### src/mtg_pkg.sv
// ----------------------------------------------------------------------------
// mtg_pkg
// Shared types and constants for the MT19937 generator block.
// ----------------------------------------------------------------------------
`timescale 1ns / 1ps
`default_nettype none

package mtg_pkg;

  localparam int STATE_WORDS  = 624;
  localparam int TWIST_OFFSET = 397;
  localparam int WORD_W       = 32;
  localparam int ADDR_W       = $clog2(STATE_WORDS);

  typedef logic [WORD_W-1:0] word_t;
  typedef logic [ADDR_W-1:0] addr_t;

  localparam word_t MATRIX_A     = 32'h9908_B0DF;
  localparam word_t UPPER_MASK   = 32'h8000_0000;
  localparam word_t LOWER_MASK   = 32'h7FFF_FFFF;
  localparam word_t SEED_MULT    = 32'd69069;
  localparam word_t DEFAULT_SEED = 32'd4357;
  localparam word_t TEMPER_B     = 32'h9D2C_5680;
  localparam word_t TEMPER_C     = 32'hEFC6_0000;

  localparam addr_t LAST_ADDR   = addr_t'(STATE_WORDS - 1);
  localparam addr_t FAR_OFFSET  = addr_t'(TWIST_OFFSET);
  localparam addr_t FAR_WRAP    = addr_t'(STATE_WORDS - TWIST_OFFSET);

  localparam logic OP_SEED = 1'b0;
  localparam logic OP_DRAW = 1'b1;

  typedef enum logic [1:0] {
    S_IDLE,
    S_SEED,
    S_READ,
    S_TWIST
  } fsm_state_t;

  typedef struct packed {
    logic  wr_en;
    addr_t wr_addr;
    word_t wr_data;
    addr_t rd_addr_a;
    addr_t rd_addr_b;
  } ram_req_t;

endpackage

`default_nettype wire

### src/mtg_temper.sv
// ----------------------------------------------------------------------------
// mtg_temper
// Output tempering of one twisted state word.
// ----------------------------------------------------------------------------
`timescale 1ns / 1ps
`default_nettype none

module mtg_temper (
  input  wire mtg_pkg::word_t word_in,
  output mtg_pkg::word_t      word_out
);
  import mtg_pkg::*;

  word_t y1;
  word_t y2;
  word_t y3;

  always_comb begin
    y1       = word_in ^ (word_in >> 11);
    y2       = y1 ^ ((y1 << 7) & TEMPER_B);
    y3       = y2 ^ ((y2 << 15) & TEMPER_C);
    word_out = y3 ^ (y3 >> 18);
  end

endmodule

`default_nettype wire

### config.mk
export PLATFORM = sky130hd
export DESIGN_NAME = mtg_temper
export DESIGN_NICKNAME = d
export VERILOG_FILES = /design/src/mtg_pkg.sv /design/src/mtg_temper.sv
export SDC_FILE = /design/constraint.sdc
export NUM_CORES = 1
export LEC_CHECK = 0
export BUFFER_PORTS_ARGS = -buffer_cell sky130_fd_sc_hd__buf_4
export CELL_PAD_IN_SITES_DETAIL_PLACEMENT = 1
export CELL_PAD_IN_SITES_GLOBAL_PLACEMENT = 2
export CORE_ASPECT_RATIO = 0.75
export CORE_MARGIN = 4
export CORE_UTILIZATION = 21
export DETAILED_ROUTE_END_ITERATION = 10
export GPL_TIMING_DRIVEN = 0
export PLACE_DENSITY_LB_ADDON = 0.25
export RECOVER_POWER = 50
export REMOVE_ABC_BUFFERS = 1
export SYNTH_ARGS = -nofsm -noshare
export SYNTH_HDL_FRONTEND = slang
export SYNTH_SLANG_ARGS = --single-unit
### constraint.sdc
create_clock -name vclk -period 2.6
set_clock_uncertainty 0.2 [all_clocks]
set_input_delay 0.52 -clock vclk [all_inputs]
set_output_delay 0.52 -clock vclk [all_outputs]
set_load 0.05 [all_outputs]
# Yosys cells after proc, flatten, opt, wreduce, memory -nomap -nowiden
# Cells that the tools add are included.
# Widths: inputs -> output; s select.
[classes] n_bitwise=4
[ops] operator="$xor 32x32->32" count=2
[ops] operator="$xor 32x14->32" count=1
[ops] operator="$xor 32x21->32" count=1
[totals] out_inout_bits=32 register_bits=0 inputBits=32 elab_cells=4

# Depth between registers and ports, before layout
# Gate-level depths: netlist of the first run.
[logic_depth] depth_word=4 ltp_mapped=3 mapped_depth_nobuf=3

# Least setup slack after synthesis of the first run
# OpenSTA, ideal clock, no wires.
[synth_timing] kind="input port to output port" startpoint="input word_in[26]" endpoint="output word_out[12]" path_buffers=0 required_time_ns=1.880 t_arrival_ns=2.971 path_stages=3 path_slack_ns=-1.091 path_cell_list="xor2_1 -> xor2_1 -> xnor2_1"
[synth_between] elab_chain_cells=4
[synth_rtl] item="start: declaration" line="mtg_temper.sv:9" text="input wire mtg_pkg::word_t word_in,"
[synth_rtl] item="$xor 32x21->32" line="mtg_temper.sv:19" text="y1 = word_in ^ (word_in >> 11);"
[synth_rtl] item="$xor 32x32->32" line="mtg_temper.sv:20" text="y2 = y1 ^ ((y1 << 7) & TEMPER_B);"
[synth_rtl] item="$xor 32x32->32" line="mtg_temper.sv:21" text="y3 = y2 ^ ((y2 << 15) & TEMPER_C);"
[synth_rtl] item="$xor 32x14->32" line="mtg_temper.sv:22" text="word_out = y3 ^ (y3 >> 18);"
[synth_rtl] item="end: declaration" line="mtg_temper.sv:10" text="output mtg_pkg::word_t word_out"
# Every way passes these cells.

# Final worst setup path of the first run
[layout_timing] startpoint="input word_in[7]" endpoint="output word_out[4]"
# The elaborated chain is that of the path after synthesis.

==> out/metrics.sh, run 1 <==
INITIAL_CORE_UTIL=0.231
CRITICAL_PATH_CLASS='input port to output port'
DRT_WL_TOTAL_UM=1930
REPORT.FINAL.SETUP_VIOL=0
DESIGN.DIE.AREA_SQ_UM=3970
REGAREA_SQ_UM=0
DR_TOTAL_VIAS=627
REGISTER_AREA_SHARE_AFTER_SYNTHESIS=0
SORT_OF_ELEMENT_AT_THE_END_OF_THE_CRITICAL_PATH='output port'
SYN_AREA_PER_CELL_SQ_UM=11.1
DIE_Y_UM=55.6
PORTION_OF_THE_CLOCK_CYCLE_CONSUMED_BY_THE_WORST_PATH_IN_THE_FINAL_LAYOUT=0.956
SYN_INST=57
MAXSLEWHEADROOM=0.588
GLOBALPLACE.CONGESTION=0.694
UTILIZATION_OF_THE_CORE_AFTER_ROUTING=0.411
START_KIND='input port'
MIN-DELAY-START='word_in[29]'
SYNTH_CELL_TYPE_COUNT=6
TNS_NS=0
TOTAL_NUMBER_OF_SEQUENTIAL_CELLS=0
SYNTH.YOSYS.WARNINGS=0
DRV_CAP=0
AREA_GROWTH_SYN_TO_LAYOUT_PCT=77.7
POSTPLACECELLAREA_SQ_UM=1160
FP.DIEW_UM=71.5
FINAL-HOLD-VIOLATION-COUNT=0
DRT-INITIAL-DRC-COUNT=10
TIMING.FMAX_GHz=0.402
RESULT_OF_THE_RUN='complete, no violations'
FINAL_NETS=155
FLOORPLAN_ROW_COUNT=16
SYNTHESIS.AREA_SQ_UM=634
CRIT_FANOUT=3
POST-CTS-SETUP-BUFFERS=0
DRT-WIRELENGTH-PER-CELL_UM=12.3
REPORT.FINAL.SLEW_VIOL_COUNT=0
FINALINSTANCEAREA_SQ_UM=1130
HP-CLASS='input port to output port'
PORT-BUFFER-COUNT=64
GRT.OVERFLOW.TOTAL=0
DR.PASS1.ITERS=2
WORST_SLEW_PIN_SLEW_NS=0.620
DRTANTENNAVIOLNETS=0
IO_PINS=64
POWER-PER-CELL-AREA_nW_PER_UM2=816
CRITICAL_PATH.STARTPOINT='word_in[7]'
GLOBAL_ROUTE.USAGE.TOTAL=0.0938
HPWL_UM=1850
POST-ROUTE-MIN-PERIOD_NS=2.49
CLOCK_BUFFERS=0
LAYOUT.CELLS.MOST_COMMON_LIST='51 x buf_4, 32 x xnor2_1, 13 x xor2_1'
ANTENNA_CELLS_INSERTED=0
FINAL_COMMON_CELL='buf_4'
DRCVIOLATIONCOUNT=0
GRT_START_MAX_NET_PINS=5
GRT_SETUP_UNREPAIRED='no'
CORE_SQ_UM=2740
TOTAL_LEAKAGE_POWER_uW=0.000541
CP.REQUIRED_NS=1.88
VDD_DROP_MAX_mV=0.335
ANTENNA_FOUND_INITIAL=0
FIRST_GLOBAL_VIAS=672
TIMING.HOLD.WS_NS=1.18
FIRST_PASS_GRT_WIRE_LENGTH_UM=3190
LAYOUT-DRIVE-GT1-SHARE=0.496
CRITICAL_PATH_ARRIVAL_NS=1.77
VIAS_PER_CELL=3.99
==> synthesized netlist by cell type (all sizes together) <==
cell type,count,share of area
xnor2,36,0.54
xor2,14,0.21
xnor3,6,0.21
xor3,1,0.037
==> metal layers <==
| metal | global-route usage | vias to the layer above | wire [um] |
|---|---|---|---|
| met1 | 0.113 | 289 | 766 |
| met2 | 0.179 | 31 | 987 |
| met5 | 0 | - | 0 |
| li1 | - | 307 | - |
| met3 | 0.0199 | 0 | 180 |
| met4 | 0 | 0 | 0 |
==> timing repair <==
item | 4_1_cts | 5_1_grt
endpoints found under the setup margin | 0 | 1
hold buffers | 0 | 0
gates resized for setup | 0 | 1
==> worst max-delay path, cell delays in order <==
cell	delay, ns
buf_4	0.12
xnor2_2	0.32
xor3_1	0.42
xnor2_1	0.17
buf_4	0.22
==> layout make-up <==
class / instances / area [sq um]
Fill cell: 336 / 1620
Multi-Input combinational cell: 57 / 646
Timing Repair Buffer: 64 / 437
Tap cell: 36 / 45.0
==> stage by stage <==
stage	setup WS, ns	total power, uW	std cells
final	0.114	920	157
after global routing	0.0451	964	157
after CTS	0.0645	955	157
after detailed placement	0.0647	953	157
after global placement	0.0849	949	157
after floorplan	-1.09	672	57
==> report_power, final <==
group	leakage [uW]	switching (uW)	internal (uW)	total [uW]
logic	0.000541	623	297	920
clock network	0	0	0	0
registers	0	0	0	0
total	0.000541	623	297	920
==> worst paths after layout <==
check,endpoint,slack [ns],cells after the start
worst max-delay path,word_out[4],0.11,5
worst min-delay path,word_out[29],1.18,3
==> cell families after synthesis <==
| family | Yosys count | share of synthesized area |
|---|---|---|
| XOR/XNOR | 57 | 1.00 |
Note: power is estimated with default switching activity, not from simulation.
==> run 2: changes to the inputs <==
Settings changed: RECOVER_POWER 50 to 100.
==> run 2 against run 1 <==
Die area did not move. First-iteration DRC count up 20%. Final cell count is the same. Global-route usage did not move. Non-clock buffer count unchanged. Power down 4.1%. Count of clock-buffer cells in the layout is the same. Largest power group unchanged.
==> out/metrics.sh, run 2 (synthesized netlist as in run 1, its figures left out) <==
DRCVIOLATIONCOUNT=0  # unchanged
CRITICAL_PATH.MAX_STAGE_DELAY_NS=0.39  # -0.03 ns
SORT_OF_ELEMENT_AT_THE_END_OF_THE_CRITICAL_PATH='output port'
GRT_START_MAX_NET_PINS=5  # unchanged
CLOCK_BUFFERS=0  # unchanged
TOTAL_NUMBER_OF_SEQUENTIAL_CELLS=0  # unchanged
CP.BUFFERS_INVERTERS=2  # unchanged
DIE_Y_UM=55.6  # unchanged
FIRST_GLOBAL_VIAS=672  # unchanged
POST-CTS-SETUP-BUFFERS=0  # unchanged
LAYOUT-DRIVE-GT1-SHARE=0.488  # -0.00826
DESIGN.DIE.AREA_SQ_UM=3970  # unchanged
CRITICAL_PATH_CLASS='input port to output port'
WORST_SLACK_NS=0.104  # -0.0108 ns
WORST_SLEW_PIN_SLEW_NS=0.620  # -0.000171 ns
CPMOSTUSEDCELL='xnor2_1'
CP_SLOWEST_CELL='xnor3_1'
DRT-WIRELENGTH-PER-CELL_UM=12.3  # -0.41%
CORE_SQ_UM=2740  # unchanged
LAYOUT.CELLS.MOST_COMMON_LIST='38 x buf_4, 33 x xnor2_1, 13 x xor2_1'
FINAL-HOLD-VIOLATION-COUNT=0  # unchanged
DR_TOTAL_VIAS=627  # unchanged
FINAL_COMMON_CELL='buf_4'
CRITICAL_PATH_ARRIVAL_NS=1.78  # about the same
RESULT_OF_THE_RUN='complete, no violations'
VDD_DROP_MAX_mV=0.307  # -8.3%
GRT_SETUP_UNREPAIRED='no'
REPORT.FINAL.SETUP_VIOL=0  # unchanged
FINAL_NETS=155  # unchanged
DRT-INITIAL-DRC-COUNT=12  # +2
VIAS_PER_CELL=3.99  # unchanged
DRT_WL_TOTAL_UM=1930  # -0.41%
AREA_GROWTH_SYN_TO_LAYOUT_PCT=72.6
CRITICAL_PATH.STARTPOINT='word_in[9]'
FINALINSTANCEAREA_SQ_UM=1090  # -2.9%
FINALPOWER_uW=882  # -4.1%
ANTENNA_CELLS_INSERTED=0  # unchanged
START_KIND='input port'
GRT.OVERFLOW.TOTAL=0  # unchanged
FP.DIEW_UM=71.5  # unchanged
DPL_WORST_SLACK_NS=0.0647  # unchanged
DR.PASS1.ITERS=2  # unchanged
REPORT.FINAL.SLEW_VIOL_COUNT=0  # unchanged
PORT-BUFFER-COUNT=64  # unchanged
HP-CLASS='input port to output port'
PATH_DELAY_FAMILY='XOR/XNOR gates'
PORTION_OF_THE_CLOCK_CYCLE_CONSUMED_BY_THE_WORST_PATH_IN_THE_FINAL_LAYOUT=0.960  # +0.00416
ANTENNA_FOUND_INITIAL=0  # unchanged
TIMING.FMAX_GHz=0.401  # -0.43%
IO_PINS=64  # unchanged
MAXSLEWHEADROOM=0.588  # about the same
LIST_OF_CELLS_TRAVERSED_BY_THE_CRITICAL_PATH='buf_4, xnor3_1, xnor2_1, xnor2_1, buf_2'
TOTAL_LEAKAGE_POWER_uW=0.000527  # -2.5%
POST-ROUTE-MIN-PERIOD_NS=2.50  # +0.0108 ns
GLOBALPLACE.CONGESTION=0.694  # unchanged
POSTPLACECELLAREA_SQ_UM=1160  # unchanged
FIRST_PASS_GRT_WIRE_LENGTH_UM=3190  # unchanged
FLOORPLAN_ROW_COUNT=16  # unchanged
GLOBAL_ROUTE.USAGE.TOTAL=0.0938  # unchanged
MIN-DELAY-START='word_in[24]'
DRTANTENNAVIOLNETS=0  # unchanged
DRV_CAP=0  # unchanged
REGAREA_SQ_UM=0  # unchanged
CP.REQUIRED_NS=1.88  # about the same
HPWL_UM=1850  # unchanged
POSTCTSHOLDBUFS=0  # unchanged
INITIAL_CORE_UTIL=0.231  # unchanged
CRIT_FANOUT=2  # -1
POWER-PER-CELL-AREA_nW_PER_UM2=806  # -1.3%
-- run 2: final cells by class --
class                      instances  area (sq um)
multi-input combinational         57           638
fill                             337          1650
tap                               36          45.0
timing repair buffer              64           412
-- run 2: power breakdown --
part           switching, uW  internal [uW]
combinational            620            262
clock                      0              0
sequential                 0              0
-- run 2: final timing paths --
| check | cells past startpoint | end | slack (ns) |
|---|---|---|---|
| worst max-delay path | 5 | word_out[24] | 0.10 |
| worst min-delay path | 3 | word_out[31] | 1.23 |
-- run 2: repair_timing --
action / in CTS / in global routing
endpoints found under the hold margin: 0 / 0
gates resized for setup: 0 / 1
endpoints found under the setup margin: 0 / 1
-- run 2: tightest hold or removal path: stages --
cell	delay (ns)
buf_4	0.10
xnor2_1	0.06
clkbuf_2	0.23
-- run 2: routing by layer --
metal / up-vias / GRT usage / wire (um)
met3: 0 / 0.0199 / 172
met1: 289 / 0.113 / 772
met2: 31 / 0.179 / 981
met4: 0 / 0 / 0
met5: - / 0 / 0
li1: 307 / - / -
-- run 2: per-stage QoR --
stage,TNS [ns],hold WS [ns],instances,utilization
after global placement,0,1.18,157,0.423
final,0,1.23,157,0.399
after floorplan,-5.82,1.11,57,-
after detailed placement,0,1.18,157,0.423
after global routing,0,1.25,157,0.399
after CTS,0,1.18,157,0.423
